--- src/design/dwnf_pkg.sv ---
// Shared constants and types for the wildcard name filter.
// Used by dwnf_front, dwnf_queue, dwnf_back and dos_wildcard_name_filter.
`timescale 1ns / 1ps
`default_nettype none

package dwnf_pkg;

    localparam int PATTERN_BYTES = 16;
    localparam int POS_W         = $clog2(PATTERN_BYTES + 1);

    localparam int QUEUE_DEPTH   = 2;
    localparam int QPTR_W        = (QUEUE_DEPTH > 1) ? $clog2(QUEUE_DEPTH) : 1;
    localparam int QCNT_W        = $clog2(QUEUE_DEPTH + 1);

    localparam logic [7:0] CHAR_STAR  = 8'h2A;
    localparam logic [7:0] CHAR_QMARK = 8'h3F;
    localparam logic [7:0] CHAR_DOT   = 8'h2E;
    localparam logic [7:0] CHAR_NUL   = 8'h00;

    localparam logic [15:0] MODE_TYPE = 16'hF000;
    localparam logic [15:0] MODE_REG  = 16'h8000;
    localparam logic [2:0]  PERM_ANY  = 3'o7;
    localparam logic [2:0]  PERM_READ = 3'o4;

    localparam int CFG_IDX_W = 3;
    localparam logic [CFG_IDX_W-1:0] CFG_PATTERN_LOW  = 3'd0;
    localparam logic [CFG_IDX_W-1:0] CFG_PATTERN_HIGH = 3'd1;
    localparam logic [CFG_IDX_W-1:0] CFG_FILTER_FLAGS = 3'd2;
    localparam logic [CFG_IDX_W-1:0] CFG_USER_ID      = 3'd3;
    localparam logic [CFG_IDX_W-1:0] CFG_GROUP_ID     = 3'd4;

    localparam int FLAG_HIDE_DOT = 0;
    localparam int FLAG_MINE     = 1;
    localparam int FLAG_ACCESS   = 2;
    localparam int FLAG_REGULAR  = 3;
    localparam int FLAG_READ     = 4;

    typedef struct packed {
        logic [4:0]  flags;
        logic [31:0] user_id;
        logic [31:0] group_id;
    } filter_cfg_t;

    typedef struct packed {
        logic [7:0] name_char;
        logic       is_last;
        logic       pass;
    } entry_t;

endpackage

`default_nettype wire

--- src/design/dos_wildcard_name_filter.sv ---
// Wildcard file-name filter, top level: configuration registers, front end,
// queue and matcher. Depends on dwnf_pkg, dwnf_front, dwnf_queue, dwnf_back.
//
// Usage:
//   s_* channel: one file-name byte per transaction, s_tlast on the last
//   byte. File attributes ride with every byte but are used on the last.
//   m_* channel: one transaction per name, after its last byte.
//   cfg_* channel: register writes, always ready; write only while idle.
// Timing:
//   Each byte leaves the queue into the matcher (IDLE), which then steps the
//   pattern (FEED): one step for a plain byte, more when a star meets a dot
//   and the pattern is skipped to its next dot, one position a cycle. The
//   last byte adds finish steps (FIN, TAIL, DOT) and a result step (RES).
//   The matcher state machine sets the rate: it takes no new byte until IDLE.
// Reset: synchronous, active low; config registers and control state cleared, pattern empty.
// Stall: a result waits in the output register while m_tready is low; the
//   queue keeps taking bytes until it fills, then s_tready drops.
`timescale 1ns / 1ps
`default_nettype none

module dos_wildcard_name_filter (
    input  wire                            aclk,
    input  wire                            aresetn,
    input  wire                            s_tvalid,
    output logic                           s_tready,
    // name_char[7:0], file_mode[23:8], owner_uid[55:24], owner_gid[87:56]
    input  wire  [87:0]                    s_tdata,
    input  wire                            s_tlast,
    // attr_valid[0]
    input  wire                            s_tuser,
    output logic                           m_tvalid,
    input  wire                            m_tready,
    // name_matches[0], accepted[1], zero[7:2]
    output logic [7:0]                     m_tdata,
    input  wire                            cfg_valid,
    output logic                           cfg_ready,
    input  wire  [dwnf_pkg::CFG_IDX_W-1:0] cfg_index,
    input  wire  [63:0]                    cfg_data
);

    logic [63:0]           pattern_low_reg;
    logic [63:0]           pattern_high_reg;
    logic [4:0]            flags_reg;
    logic [31:0]           user_id_reg;
    logic [31:0]           group_id_reg;
    dwnf_pkg::filter_cfg_t filter_cfg;

    logic                  push_valid, push_ready;
    dwnf_pkg::entry_t      push_data;
    logic                  pop_valid, pop_ready;
    dwnf_pkg::entry_t      pop_data;

    assign cfg_ready = 1'b1;

    always_ff @(posedge aclk) begin
        if (!aresetn) begin
            pattern_low_reg  <= '0;
            pattern_high_reg <= '0;
            flags_reg        <= '0;
            user_id_reg      <= '0;
            group_id_reg     <= '0;
        end else if (cfg_valid && cfg_ready) begin
            case (cfg_index)
                dwnf_pkg::CFG_PATTERN_LOW:  pattern_low_reg  <= cfg_data;
                dwnf_pkg::CFG_PATTERN_HIGH: pattern_high_reg <= cfg_data;
                dwnf_pkg::CFG_FILTER_FLAGS: flags_reg        <= cfg_data[4:0];
                dwnf_pkg::CFG_USER_ID:      user_id_reg      <= cfg_data[31:0];
                dwnf_pkg::CFG_GROUP_ID:     group_id_reg     <= cfg_data[31:0];
                default: begin
                end
            endcase
        end
    end

    assign filter_cfg.flags    = flags_reg;
    assign filter_cfg.user_id  = user_id_reg;
    assign filter_cfg.group_id = group_id_reg;

    dwnf_front u_front (
        .aclk       (aclk),
        .aresetn    (aresetn),
        .s_tvalid   (s_tvalid),
        .s_tready   (s_tready),
        .s_tdata    (s_tdata),
        .s_tlast    (s_tlast),
        .s_tuser    (s_tuser),
        .cfg        (filter_cfg),
        .push_valid (push_valid),
        .push_ready (push_ready),
        .push_data  (push_data)
    );

    dwnf_queue u_queue (
        .aclk     (aclk),
        .aresetn  (aresetn),
        .wr_valid (push_valid),
        .wr_ready (push_ready),
        .wr_data  (push_data),
        .rd_valid (pop_valid),
        .rd_ready (pop_ready),
        .rd_data  (pop_data)
    );

    dwnf_back u_back (
        .aclk      (aclk),
        .aresetn   (aresetn),
        .pattern   ({pattern_high_reg, pattern_low_reg}),
        .pop_valid (pop_valid),
        .pop_ready (pop_ready),
        .pop_data  (pop_data),
        .m_tvalid  (m_tvalid),
        .m_tready  (m_tready),
        .m_tdata   (m_tdata)
    );

endmodule

`default_nettype wire

--- src/design/dwnf_front.sv ---
// Front end: accepts name bytes, tracks the leading dot and evaluates the
// attribute filters on every byte; the matcher keeps the last. Depends on dwnf_pkg.
`timescale 1ns / 1ps
`default_nettype none

module dwnf_front (
    input  wire                  aclk,
    input  wire                  aresetn,
    input  wire                  s_tvalid,
    output logic                 s_tready,
    input  wire  [87:0]          s_tdata,
    input  wire                  s_tlast,
    input  wire                  s_tuser,
    input  dwnf_pkg::filter_cfg_t cfg,
    output logic                 push_valid,
    input  wire                  push_ready,
    output dwnf_pkg::entry_t     push_data
);

    logic        first_reg, first_next;
    logic        sdot_reg, sdot_next;
    logic [7:0]  name_char;
    logic [15:0] file_mode;
    logic [31:0] owner_uid;
    logic [31:0] owner_gid;
    logic        dot_now;
    logic        uid_eq, gid_eq;
    logic        pass;
    logic        accept;

    function automatic logic perm_ok(input logic [15:0] mode, input logic [2:0] bits,
                                     input logic u_eq, input logic g_eq);
        perm_ok = (|(mode[2:0] & bits)) ||
                  ((|(mode[5:3] & bits)) && g_eq) ||
                  ((|(mode[8:6] & bits)) && u_eq);
    endfunction

    assign name_char = s_tdata[7:0];
    assign file_mode = s_tdata[23:8];
    assign owner_uid = s_tdata[55:24];
    assign owner_gid = s_tdata[87:56];

    assign s_tready   = push_ready;
    assign push_valid = s_tvalid;
    assign accept     = s_tvalid && push_ready;

    always_comb begin
        dot_now = first_reg ? (name_char == dwnf_pkg::CHAR_DOT) : sdot_reg;
        uid_eq  = (owner_uid == cfg.user_id);
        gid_eq  = (owner_gid == cfg.group_id);
        pass    = 1'b1;
        if (cfg.flags != 5'd0) begin
            if (!s_tuser)
                pass = 1'b0;
            if (cfg.flags[dwnf_pkg::FLAG_HIDE_DOT] && dot_now)
                pass = 1'b0;
            if (cfg.flags[dwnf_pkg::FLAG_MINE] && !uid_eq)
                pass = 1'b0;
            if (cfg.flags[dwnf_pkg::FLAG_ACCESS] &&
                !perm_ok(file_mode, dwnf_pkg::PERM_ANY, uid_eq, gid_eq))
                pass = 1'b0;
            if (cfg.flags[dwnf_pkg::FLAG_REGULAR] &&
                ((file_mode & dwnf_pkg::MODE_TYPE) != dwnf_pkg::MODE_REG))
                pass = 1'b0;
            if (cfg.flags[dwnf_pkg::FLAG_READ] &&
                !perm_ok(file_mode, dwnf_pkg::PERM_READ, uid_eq, gid_eq))
                pass = 1'b0;
        end
        push_data.name_char = name_char;
        push_data.is_last   = s_tlast;
        push_data.pass      = pass;
        first_next = first_reg;
        sdot_next  = sdot_reg;
        if (accept) begin
            first_next = s_tlast;
            sdot_next  = dot_now;
        end
    end

    always_ff @(posedge aclk) begin
        if (!aresetn) begin
            first_reg <= 1'b1;
            sdot_reg  <= 1'b0;
        end else begin
            first_reg <= first_next;
            sdot_reg  <= sdot_next;
        end
    end

endmodule

`default_nettype wire

--- src/design/dwnf_queue.sv ---
// Short FIFO between the front end and the matcher.
// Depends on dwnf_pkg for depth and entry type.
`timescale 1ns / 1ps
`default_nettype none

module dwnf_queue (
    input  wire              aclk,
    input  wire              aresetn,
    input  wire              wr_valid,
    output logic             wr_ready,
    input  dwnf_pkg::entry_t wr_data,
    output logic             rd_valid,
    input  wire              rd_ready,
    output dwnf_pkg::entry_t rd_data
);

    dwnf_pkg::entry_t                 mem_reg [dwnf_pkg::QUEUE_DEPTH];
    logic [dwnf_pkg::QPTR_W-1:0]      wr_ptr_reg, wr_ptr_next;
    logic [dwnf_pkg::QPTR_W-1:0]      rd_ptr_reg, rd_ptr_next;
    logic [dwnf_pkg::QCNT_W-1:0]      count_reg, count_next;
    logic                             do_wr, do_rd;

    function automatic logic [dwnf_pkg::QPTR_W-1:0] ptr_inc(
        input logic [dwnf_pkg::QPTR_W-1:0] ptr);
        if (ptr == dwnf_pkg::QPTR_W'(dwnf_pkg::QUEUE_DEPTH - 1))
            ptr_inc = '0;
        else
            ptr_inc = ptr + dwnf_pkg::QPTR_W'(1);
    endfunction

    assign wr_ready = (count_reg != dwnf_pkg::QCNT_W'(dwnf_pkg::QUEUE_DEPTH));
    assign rd_valid = (count_reg != '0);
    assign rd_data  = mem_reg[rd_ptr_reg];
    assign do_wr    = wr_valid && wr_ready;
    assign do_rd    = rd_valid && rd_ready;

    always_comb begin
        wr_ptr_next = do_wr ? ptr_inc(wr_ptr_reg) : wr_ptr_reg;
        rd_ptr_next = do_rd ? ptr_inc(rd_ptr_reg) : rd_ptr_reg;
        count_next  = count_reg;
        if (do_wr && !do_rd)
            count_next = count_reg + dwnf_pkg::QCNT_W'(1);
        else if (!do_wr && do_rd)
            count_next = count_reg - dwnf_pkg::QCNT_W'(1);
    end

    always_ff @(posedge aclk) begin
        if (do_wr)
            mem_reg[wr_ptr_reg] <= wr_data;
    end

    always_ff @(posedge aclk) begin
        if (!aresetn) begin
            wr_ptr_reg <= '0;
            rd_ptr_reg <= '0;
            count_reg  <= '0;
        end else begin
            wr_ptr_reg <= wr_ptr_next;
            rd_ptr_reg <= rd_ptr_next;
            count_reg  <= count_next;
        end
    end

`ifndef SYNTHESIS
    a_count_bound: assert property (@(posedge aclk) disable iff (!aresetn)
        count_reg <= dwnf_pkg::QCNT_W'(dwnf_pkg::QUEUE_DEPTH))
        else $error("queue count beyond depth");
`endif

endmodule

`default_nettype wire

--- src/design/dwnf_back.sv ---
// Matcher: steps the wildcard pattern, at most one position a cycle, for each name byte,
// finishes the name and holds the result in the output register.
// Depends on dwnf_pkg.
`timescale 1ns / 1ps
`default_nettype none

module dwnf_back (
    input  wire              aclk,
    input  wire              aresetn,
    input  wire  [127:0]     pattern,
    input  wire              pop_valid,
    output logic             pop_ready,
    input  dwnf_pkg::entry_t pop_data,
    output logic             m_tvalid,
    input  wire              m_tready,
    output logic [7:0]       m_tdata
);

    typedef enum logic [5:0] {
        ST_IDLE = 6'b000001,
        ST_FEED = 6'b000010,
        ST_DOT  = 6'b000100,
        ST_TAIL = 6'b001000,
        ST_FIN  = 6'b010000,
        ST_RES  = 6'b100000
    } state_t;

    state_t                     state_reg, state_next;
    logic [dwnf_pkg::POS_W-1:0] pos_reg, pos_next;
    logic                       star_reg, star_next;
    logic                       failed_reg, failed_next;
    logic                       ret_fin_reg, ret_fin_next;
    logic                       match_reg, match_next;
    logic [7:0]                 char_reg, char_next;
    logic                       last_reg, last_next;
    logic                       pass_reg, pass_next;
    logic                       m_valid_reg, m_valid_next;
    logic                       out_match_reg, out_match_next;
    logic                       out_acc_reg, out_acc_next;

    logic [15:0][7:0]           pat_bytes;
    logic [4:0]                 pos_ext;
    logic [7:0]                 p;
    logic                       eq;
    logic                       c_dot;
    logic [dwnf_pkg::POS_W-1:0] pos_inc;
    logic                       feed_done;

    function automatic logic [7:0] up(input logic [7:0] c);
        if (c inside {[8'h61:8'h7A]})
            up = c - 8'd32;
        else
            up = c;
    endfunction

    assign pat_bytes = pattern;
    assign pos_ext   = 5'(pos_reg);
    assign p         = (pos_reg < dwnf_pkg::POS_W'(dwnf_pkg::PATTERN_BYTES)) ?
                       pat_bytes[pos_ext[3:0]] : dwnf_pkg::CHAR_NUL;
    assign eq        = (char_reg != dwnf_pkg::CHAR_NUL) && (up(char_reg) == up(p));
    assign c_dot     = (char_reg == dwnf_pkg::CHAR_DOT);
    assign pos_inc   = pos_reg + dwnf_pkg::POS_W'(1);

    assign pop_ready = (state_reg == ST_IDLE);
    assign m_tvalid  = m_valid_reg;
    assign m_tdata   = {6'b0, out_acc_reg, out_match_reg};

    always_comb begin
        state_next     = state_reg;
        pos_next       = pos_reg;
        star_next      = star_reg;
        failed_next    = failed_reg;
        ret_fin_next   = ret_fin_reg;
        match_next     = match_reg;
        char_next      = char_reg;
        last_next      = last_reg;
        pass_next      = pass_reg;
        out_match_next = out_match_reg;
        out_acc_next   = out_acc_reg;
        m_valid_next   = m_valid_reg && !m_tready;
        feed_done      = 1'b0;

        case (state_reg)
            ST_IDLE: begin
                if (pop_valid) begin
                    char_next  = pop_data.name_char;
                    last_next  = pop_data.is_last;
                    pass_next  = pop_data.pass;
                    state_next = ST_FEED;
                end
            end
            ST_FEED: begin
                if (failed_reg) begin
                    feed_done = 1'b1;
                end else if (star_reg) begin
                    if (c_dot) begin
                        star_next    = 1'b0;
                        ret_fin_next = 1'b0;
                        state_next   = ST_DOT;
                    end else begin
                        feed_done = 1'b1;
                    end
                end else if (eq) begin
                    pos_next  = pos_inc;
                    feed_done = 1'b1;
                end else if (p == dwnf_pkg::CHAR_STAR) begin
                    star_next = 1'b1;
                end else if (p == dwnf_pkg::CHAR_QMARK) begin
                    pos_next  = pos_inc;
                    feed_done = !c_dot;
                end else begin
                    failed_next = 1'b1;
                    feed_done   = 1'b1;
                end
                if (feed_done)
                    state_next = last_reg ? ST_FIN : ST_IDLE;
            end
            ST_DOT: begin
                if (p != dwnf_pkg::CHAR_DOT && p != dwnf_pkg::CHAR_NUL)
                    pos_next = pos_inc;
                else
                    state_next = ret_fin_reg ? ST_TAIL : ST_FEED;
            end
            ST_TAIL: begin
                if (p inside {dwnf_pkg::CHAR_QMARK, dwnf_pkg::CHAR_STAR,
                              dwnf_pkg::CHAR_DOT}) begin
                    pos_next = pos_inc;
                end else begin
                    if (p != dwnf_pkg::CHAR_NUL)
                        failed_next = 1'b1;
                    state_next = ST_FIN;
                end
            end
            ST_FIN: begin
                if (failed_reg) begin
                    match_next = 1'b0;
                    state_next = ST_RES;
                end else if (p == dwnf_pkg::CHAR_NUL) begin
                    match_next = 1'b1;
                    state_next = ST_RES;
                end else if (star_reg) begin
                    star_next    = 1'b0;
                    ret_fin_next = 1'b1;
                    state_next   = ST_DOT;
                end else if (p == dwnf_pkg::CHAR_STAR) begin
                    star_next = 1'b1;
                end else if (p == dwnf_pkg::CHAR_QMARK) begin
                    pos_next   = pos_inc;
                    state_next = ST_TAIL;
                end else begin
                    failed_next = 1'b1;
                end
            end
            ST_RES: begin
                if (!m_valid_reg || m_tready) begin
                    m_valid_next   = 1'b1;
                    out_match_next = match_reg;
                    out_acc_next   = match_reg && pass_reg;
                    pos_next       = '0;
                    star_next      = 1'b0;
                    failed_next    = 1'b0;
                    state_next     = ST_IDLE;
                end
            end
            default: begin
                state_next = ST_IDLE;
            end
        endcase
    end

    always_ff @(posedge aclk) begin
        char_reg      <= char_next;
        last_reg      <= last_next;
        pass_reg      <= pass_next;
        match_reg     <= match_next;
        ret_fin_reg   <= ret_fin_next;
        out_match_reg <= out_match_next;
        out_acc_reg   <= out_acc_next;
    end

    always_ff @(posedge aclk) begin
        if (!aresetn) begin
            state_reg   <= ST_IDLE;
            pos_reg     <= '0;
            star_reg    <= 1'b0;
            failed_reg  <= 1'b0;
            m_valid_reg <= 1'b0;
        end else begin
            state_reg   <= state_next;
            pos_reg     <= pos_next;
            star_reg    <= star_next;
            failed_reg  <= failed_next;
            m_valid_reg <= m_valid_next;
        end
    end

`ifndef SYNTHESIS
    a_pos_bound: assert property (@(posedge aclk) disable iff (!aresetn)
        pos_reg <= dwnf_pkg::POS_W'(dwnf_pkg::PATTERN_BYTES))
        else $error("pattern position beyond pattern end");

    a_result_from_res: assert property (@(posedge aclk) disable iff (!aresetn)
        $rose(m_valid_reg) |-> $past(state_reg == ST_RES))
        else $error("result raised outside result state");

    a_tail_no_star: assert property (@(posedge aclk) disable iff (!aresetn)
        (state_reg == ST_TAIL) |-> !star_reg)
        else $error("tail skip entered with star pending");
`endif

endmodule

`default_nettype wire
--- config.mk ---
export PLATFORM = sky130hd
export DESIGN_NAME = dos_wildcard_name_filter
export DESIGN_NICKNAME = d
export VERILOG_FILES = /design/src/design/dwnf_pkg.sv /design/src/design/dos_wildcard_name_filter.sv /design/src/design/dwnf_front.sv /design/src/design/dwnf_queue.sv /design/src/design/dwnf_back.sv
export SDC_FILE = /design/constraint.sdc
export NUM_CORES = 1
export LEC_CHECK = 0
export BUFFER_PORTS_ARGS = -buffer_cell sky130_fd_sc_hd__buf_2
export CAP_MARGIN = 20
export CORE_MARGIN = 2
export CORE_UTILIZATION = 58
export DETAILED_ROUTE_END_ITERATION = 8
export HOLD_SLACK_MARGIN = 0.12
export PLACE_DENSITY = 0.79
export SLEW_MARGIN = 20
export SYNTH_ARGS = -nofsm -noshare
export SYNTH_HDL_FRONTEND = slang
export SYNTH_SLANG_ARGS = --single-unit
--- constraint.sdc ---
create_clock -name aclk -period 4.8 [get_ports aclk]
set_input_delay 0 -clock aclk [delete_from_list [all_inputs] [get_ports aclk]]
set_output_delay 0 -clock aclk [all_outputs]
set_load 0.02 [all_outputs]
==> metrics.yaml, run 1 <==
status: "completed"
timing.fmax_mhz: 231.0
final_cell_area_mm2: 0.01466
ys_warn_count: 0
max_slew_margin_pct: 34.61
path_cells: "buf_4, nand2b_1, o22ai_1, or2_2, o21a_1, nor2_1, inv_1, ha_1, xor2_1, or4_4, a211oi_2, buf_4, mux2_2, nand2_1, a31oi_1"
dpl_cell_area_mm2: 0.01291
intPower_mw: 4.005
switching_share_pct: 27.22
drt-initial-drc-count: 1170
layout_common_cells: "413 x nand2_1, 215 x dfxtp_1, 211 x a21oi_1"
reg2reg_depth: 15
die_area_mm2: 0.02197
crit_type: "register to register"
dp_hpwl_um: 23860
p_per_area_mw_per_mm2: 375.3
fin_crit_sh_pct: 90.18
cts_buffer_depth: 3
use_met1_pct: 41.38
cp-end-kind: "register"
n_fill_cell: 1517
drive_above_1_share_pct: 17.49
cts_made_buffers: 26
setup_violations: 0
synth_cells: 1426
layout.cells.non_filler: 1911
track_usage_pct: 32.90
leakagePower_nw: 5.493
grt-ovfl-total: 0
cpMostUsedCell: "buf_4"
antenna_found_initial: 1
ios: 173
maxCapViolations: 0
die_height_um: 148.2
first_pass_iters: 6
placed_cells: 1782
layout_setup_ws_ns: 0.4715
row_count: 52
clkPwrFrac_pct: 40.1
gr-usage-met2_pct: 56.06
start_util_pct: 59.44
finalHoldViolations: 0
tightest_slew_ns: 0.9773
switchingPower_mw: 1.498
clockRootBuffer: "clkbuf_16"
ys.flop_type: "dfxtp_1"
synth_edf_count: 34
hp-class: "input pin to register"
netlist_area_mm2: 0.01207
async_reset_ff_share_pct: 0
grt_max_degree: 87
cts_tree: "done"
clkSlewWorstSetupHoldPaths_ns: 0.06
clock_sinks: 251
slowest_stage: "dfxtp_1"
syn_to_final_growth_pct: 21.51
crit_buf_inv: 3
crit_family: "simple AND/OR/NAND/NOR gates"
routabilityCongestion: 0.9355
seq_area_frac_synth_pct: 44.47
vias_per_cell: 5.944
arrival_ns: 4.73
critical_path_depth: 15
syn_avg_cell_area_um2: 8.461
crit_path_max_incr_delay_ns: 0.94
dr_total_vias: 11360
grt_pass1_wl_um: 57640
post-place-ws_ns: 0.5510
wl_um: 36740
cp-start-kind: "register"
diodes: 0
synth-seq-cells: 251
slew_violations: 0
nets: 1787
crit_required_ns: 5.21
final_common_cell: "nand2_1"
htreeDepth: 1
clk_latency_ns: 0.53
grt_pass1_vias: 11100
ir_worst_vdd_mv: 0.3112
die_x_um: 148.2
cts_resized: 0
postCtsSetupRepairBufs: 0
seq_power_share_pct: 44.0
rsz0062_at_grt: "no"
holdPathStages: 6
final.setup.tns_ns: 0
p_total_mw: 5.503
io_buffers: 162
ant_nets: 0
path_max_fanout: 19
core_area_mm2: 0.02030
fin_crit_ns: 4.328
drc: 0
power_frac_comb_pct: 15.9
clock_skew_ns: 0.01051
cts-hold-fix-buffers: 81
wl_per_cell_um: 19.23
grt_use_met3_pct: 5.920
busiest_layer: "met2"
synth_cell_types: 81
layout make-up:
type | count | area [um2] | area share (%)
flip-flops and latches | 251 | 5368 | 36.61
well taps | 270 | 337.8 | 2.304
clock buffers | 31 | 720.7 | 4.916
inverters | 15 | 61.31 | 0.4182
clock inverters | 17 | 217.7 | 1.485
repair buffers | 257 | 1747 | 11.91
multi-input cells | 1070 | 6208 | 42.35
worst paths after layout:
kind                                              to              start  slack (ns)
worst max-delay path               u_back.pos_ext[3]  u_back.pos_ext[1]        0.47
worst min-delay path                    flags_reg[4]       cfg_index[2]        0.18
worst max register to register     u_back.pos_ext[3]  u_back.pos_ext[1]        0.47
worst min register to register  u_back.out_match_reg   u_back.match_reg        0.44
metrics by stage:
step	hold WS [ns]	utilization (%)
4_1_cts	0.1552	72.21
3_3_place_gp	0.2010	63.52
6_report	0.1773	72.22
5_1_grt	0.2352	72.22
3_5_place_dp	0.2092	63.59
2_1_floorplan	0.09887	-
Yosys cell counts (3+ instances only):
cell type  number  area share (%)
edfxtp_1       34             8.5
nor3b_1         5            0.31
nand2_1       414              13
a21oi_1       211             8.8
nor3_1         12            0.50
mux2i_1        26             2.2
or2_2           6            0.31
a31oi_1         4            0.21
nor4_1         21             1.1
nand3b_1        7            0.44
clkbuf_1       67             2.1
and2_1         10            0.52
or4_1           4            0.25
ha_1            4            0.41
o32ai_1         4            0.29
nand2b_1        8            0.41
a22oi_1         7            0.44
or3_1           4            0.21
a211oi_2        3            0.31
o21ai_0        18            0.75
a211oi_1        5            0.31
xor2_1         68             4.9
nand3_1        25             1.0
xnor2_1         7            0.51
a32oi_1         3            0.22
buf_1           4            0.12
buf_2           4            0.17
nor2_1         58             1.8
buf_4          14            0.87
buf_6           4            0.37
mux4_1          8             1.7
nor2b_1         9            0.47
mux4_2         13             2.4
dfxtp_1       217              36
mux2_2         26             2.4
and3_1          4            0.21
inv_1          13            0.40
nand4_1        11            0.57
o22ai_1         6            0.31
o21a_1          4            0.25
per-layer routing:
layer,up-vias,share of wire [%]
met5,-,0
li1,5302,-
met1,5366,39
met4,0,4.4
met2,563,49
met3,128,8.0
tightest hold or removal path: stages:
cell	delay, ns
buf_2	0.10
nor2b_1	0.10
nand2_1	0.08
nor2_1	0.15
mux2i_1	0.16
nor2_1	0.07
power groups by stage:
| stage | clock network [mW] | registers (mW) | logic (mW) |
|---|---|---|---|
| finish | 2.21 | 2.42 | 0.877 |
| global route | 2.30 | 2.44 | 0.953 |
| CTS | 2.21 | 2.42 | 0.857 |
| detailed placement | 0 | 2.46 | 0.797 |
| global placement | 0 | 2.45 | 0.776 |
| floorplan | 0 | 2.39 | 0.597 |
logic make-up after synthesis:
group / share of synthesized area [%]
AOI/OAI and AO/OA: 14.35
xor gates and xnor gates: 5.444
adders and majority gates: 0.4148
buffers and inverters: 4.293
DFF: 44.47
muxes: 8.752
other: 0.06224
and+or+nand+nor: 22.21
No activity file was read; power rests on OpenSTA's default activity.
==> inputs of run 2 (changes only) <==
==> constraint.sdc (replaced) <==
create_clock -name aclk -period 4.75 [get_ports aclk]
set_input_delay 0 -clock aclk [delete_from_list [all_inputs] [get_ports aclk]]
set_output_delay 0 -clock aclk [all_outputs]
set_load 0.02 [all_outputs]
==> metrics.yaml, run 2 (synthesis results as in run 1) <==
status: "completed"
endpoint: "u_back.state_reg[0]"
slowest_stage: "dfxtp_1"
startpoint: "u_back.pos_ext[1]"
rsz0062_at_grt: "no"
setup_violations: 0
dr_total_vias: 11300
row_count: 52
routabilityCongestion: 0.9263
nets: 1787
path_cells: "mux4_1, mux2i_1, or4b_2, a222oi_1, nand4_1, a32oi_1, o21ai_0, nor2_1, o21ai_2, a311oi_2, o21ai_1"
leakagePower_nw: 5.464
start_util_pct: 59.44
slew_violations: 0
cp-start-kind: "register"
critical_path_depth: 11
cp-end-kind: "register"
fin_crit_ns: 4.403
crit_path_max_incr_delay_ns: 0.98
multi_input_area_mm2: 0.006213
first_pass_iters: 5
ir_worst_vdd_mv: 0.3101
cts_buffer_depth: 3
tightest_slew_ns: 1.000
reg2reg_depth: 11
postLayoutCoreUtil_pct: 72.00
seq_area_mm2: 0.005368
clk_latency_ns: 0.53
hp-class: "input pin to register"
io_buffers: 162
r2r_end: "u_back.state_reg[0]"
crit_required_ns: 5.15
wl_um: 36750
layout_common_cells: "413 x nand2_1, 215 x dfxtp_1, 211 x a21oi_1"
htreeDepth: 1
grt_pass1_wl_um: 57110
die_area_mm2: 0.02197
ios: 173
clock_sinks: 251
timing.fmax_mhz: 227.1
ant_nets: 0
drc: 0
antenna_found_initial: 1
r2r_start: "u_back.pos_ext[1]"
finalHoldViolations: 0
crit_family: "compound AO/OA/AOI/OAI gates"
path_max_fanout: 18
drt-initial-drc-count: 1026
clkSlewWorstSetupHoldPaths_ns: 0.07
track_usage_pct: 32.82
fin_crit_sh_pct: 92.69
final_common_cell: "nand2_1"
dp_hpwl_um: 23770
clock_skew_ns: 0.01086
n_fill_cell: 1490
grt_max_degree: 106
crit_buf_inv: 0
core_area_mm2: 0.02030
max_slew_margin_pct: 33.22
drive_above_1_share_pct: 17.20
wl_per_cell_um: 19.23
cts_resized: 0
maxCapViolations: 0
vias_per_cell: 5.912
grt-ovfl-total: 0
crit_type: "register to register"
cts_tree: "done"
cts_made_buffers: 26
holdPathStages: 4
die_x_um: 148.2
final.setup.tns_ns: 0
grt_pass1_vias: 11090
die_height_um: 148.2
clockRootBuffer: "clkbuf_16"
reg2reg_slack_ns: 0.35
syn_to_final_growth_pct: 21.13
p_per_area_mw_per_mm2: 374.5
arrival_ns: 4.81
run 2: layout make-up:
| class | instances | share of cell area [%] |
|---|---|---|
| clock inverters | 12 | 1.002 |
| inverters | 15 | 0.4195 |
| well taps | 270 | 2.311 |
| multi-input cells | 1070 | 42.51 |
| flip-flops and latches | 251 | 36.73 |
| diodes | 1 | 0.01712 |
| clock buffers | 35 | 5.179 |
| repair buffers | 257 | 11.83 |
run 2: worst min-delay path by stage:
stage / start / to / slack [ns]
5_1_grt: cfg_index[2] / group_id_reg[30] / 0.21
4_1_cts: cfg_index[2] / pattern_low_reg[18] / 0.13
6_report: cfg_index[2] / group_id_reg[1] / 0.16
3_3_place_gp: s_tdata[3] / u_queue.mem_reg[0][5] / 0.20
3_5_place_dp: s_tdata[3] / u_queue.mem_reg[1][5] / 0.20
2_1_floorplan: s_tlast / u_queue.mem_reg[0][1] / 0.1
run 2: per-stage QoR:
stage / setup WS [ns] / power, mW / cells / area [um2] / hold WS [ns]
CTS: 0.3656 / 5.447 / 1910 / 14610 / 0.1347
finish: 0.3472 / 5.473 / 1911 / 14620 / 0.1644
detailed placement: 0.3833 / 3.290 / 1781 / 12880 / 0.2011
floorplan: 1.262 / 3.018 / 1431 / 12080 / 0.09887
global placement: 0.5417 / 3.267 / 1781 / 12880 / 0.1999
global route: 0.05783 / 5.670 / 1910 / 14610 / 0.2110
run 2: tightest hold or removal path: cells and delay by family:
family | cells | cell delay, ns
simple gates | 2 | 0.43
compound gates | 1 | 0.12
buf+inv | 1 | 0.11
run 2: per-layer routing:
metal  share of wire, %  GRT usage [%]  wire [um]
met5                  0              0          0
met4                4.9          15.90       1815
met3                8.5          6.074       3118
met2                 49          56.09      18020
met1                 38          40.06      13790
run 2: timing repair:
action                                 in CTS  in global routing
hold buffers                               82                  0
endpoints found under the hold margin     233                  0
setup buffers                               0                  0
run 2: report_power, final:
group	switching (mW)	internal [mW]	leakage [nW]
clock	0.864	1.28	0.435
sequential	0.148	2.30	2.07
combinational	0.489	0.386	2.96
==> inputs of run 3 (changes only) <==
--- a/config.mk
+++ b/config.mk
@@ -10,6 +10,7 @@
 export CORE_MARGIN = 2
 export CORE_UTILIZATION = 58
 export DETAILED_ROUTE_END_ITERATION = 8
+export GPL_TIMING_DRIVEN = 0
 export HOLD_SLACK_MARGIN = 0.12
 export PLACE_DENSITY = 0.79
 export SLEW_MARGIN = 20
==> metrics.yaml, run 3 (synthesis results as in run 1) <==
status: "completed"
dp_hpwl_um: 28100
postCtsSetupRepairBufs: 0
cp-end-kind: "register"
dr_total_vias: 12040
crit_family: "compound AO/OA/AOI/OAI gates"
r2r_start: "u_back.pos_ext[0]"
timing.fmax_mhz: 238.0
hp-class: "input pin to register"
clk_latency_ns: 0.53
routabilityCongestion: 0.9787
arrival_ns: 4.59
crit_buf_inv: 3
clock_skew_ns: 0.01041
crit_path_max_incr_delay_ns: 0.64
cpMostUsedCell: "buf_4"
path_max_fanout: 10
ios: 173
layout_common_cells: "414 x nand2_1, 217 x dfxtp_1, 211 x a21oi_1"
ant_nets: 0
clkSlewWorstSetupHoldPaths_ns: 0.06
die_height_um: 148.2
ir_worst_vdd_mv: 0.3233
cts_buffer_depth: 3
tightest_slew_ns: 0.9186
grt_max_degree: 15
maxCapViolations: 0
die_x_um: 148.2
cts_made_buffers: 26
clockRootBuffer: "clkbuf_16"
final_cell_area_mm2: 0.01498
worstHoldStart: "s_tdata[4]"
rsz0062_at_grt: "no"
fin_crit_sh_pct: 88.46
final_common_cell: "nand2_1"
cts_tree: "done"
setup_violations: 0
drt-initial-drc-count: 1222
grt_pass1_wl_um: 61300
antenna_found_initial: 4
leakagePower_nw: 5.615
die_area_mm2: 0.02197
htreeDepth: 1
grt-ovfl-total: 0
first_pass_iters: 6
n_fill_cell: 1472
path_cells: "buf_4, buf_4, buf_4, nor2_1, a22oi_1, or4b_2, a222oi_1, nand4_1, a32oi_1, o21ai_0, nor2_1, o21ai_2, a311oi_2, o21ai_1"
slew_violations: 0
final.setup.tns_ns: 0
slowest_stage: "or4b_2"
fin_crit_ns: 4.202
wl_per_cell_um: 20.30
p_per_area_mw_per_mm2: 367.5
crit_type: "register to register"
grt_pass1_vias: 11360
startpoint: "u_back.pos_ext[0]"
drc: 0
max_slew_margin_pct: 38.53
core_area_mm2: 0.02030
syn_to_final_growth_pct: 24.15
row_count: 52
nets: 1873
track_usage_pct: 35.89
wl_um: 40560
io_buffers: 162
dpl_cell_area_mm2: 0.01323
crit_required_ns: 5.14
drive_above_1_share_pct: 16.68
clock_sinks: 251
vias_per_cell: 6.024
start_util_pct: 59.44
finalHoldViolations: 0
cp-start-kind: "register"
==> run 3: cell count changes in the layout (fill, tap and decap cells not counted), sizes merged <==
cell,before,now
clkinv,9,6
clkinvlp,2,5
dlygate4sd3,82,85
buf,175,190
clkbuf,35,104
==> run 3: worst reg2reg max path, stage by stage (launching register included) <==
cell and delay (ns):
dfxtp_1 0.34, buf_4 0.21, buf_4 0.26, buf_4 0.25
nor2_1 0.10, a22oi_1 0.29, or4b_2 0.64, a222oi_1 0.47
nand4_1 0.38, a32oi_1 0.31, o21ai_0 0.16, nor2_1 0.19
o21ai_2 0.09, a311oi_2 0.25, o21ai_1 0.11
==> run 3: metal layers <==
| layer | up-vias | GRT usage [%] | routed length (um) |
|---|---|---|---|
| li1 | 5492 | - | - |
| met1 | 5606 | 45.20 | 14820 |
| met2 | 771 | 59.44 | 18830 |
| met3 | 162 | 6.810 | 4449 |
| met4 | 4 | 17.67 | 2424 |
| met5 | - | 0 | 31 |
==> run 3: power by group <==
part	total [mW]	internal, mW	switching [mW]
Clock	2.13	1.25	0.874
Combinational	0.961	0.412	0.549
Sequential	2.42	2.30	0.113
Total	5.50	3.97	1.54
==> run 3: final cells by class <==
cell class	count	area (um2)	area share, %
clock inverters	12	146.4	0.9773
flip-flops and latches	251	5365	35.82
inverters	15	56.30	0.3759
well taps	270	337.8	2.255
clock buffers	36	739.5	4.937
plain buffers	95	461.7	3.082
multi-input cells	1070	6201	41.40
diodes	1	2.502	0.01671
repair buffers	248	1669	11.14
==> run 3: worst paths after layout <==
kind                      endpoint  slack, ns  cells past startpoint
max reg2reg    u_back.state_reg[0]       0.55                     14
min reg2reg    pattern_low_reg[35]       0.45                      2
min          u_queue.mem_reg[0][6]       0.21                      2
max            u_back.state_reg[0]       0.55                     14
==> run 3: metrics by stage <==
stage / utilization (%) / std cells / setup slack [ns] / hold slack, ns / power [mW]
after floorplan: - / 1431 / 1.262 / 0.09887 / 3.018
after CTS: 73.74 / 1996 / 0.6346 / 0.1994 / 5.459
after detailed placement: 65.19 / 1863 / 0.6535 / 0.2052 / 3.332
final: 73.79 / 1998 / 0.5481 / 0.2079 / 5.505
after global placement: 65.19 / 1863 / 0.7247 / 0.1990 / 3.300
after global routing: 73.79 / 1998 / 0.2837 / 0.2144 / 5.668
==> run 3: repair_timing <==
| action | 4_1_cts | 5_1_grt |
|---|---|---|
| hold buffers | 85 | 0 |
| hold endpoints to repair | 228 | 0 |
| gates resized for setup | 0 | 0 |
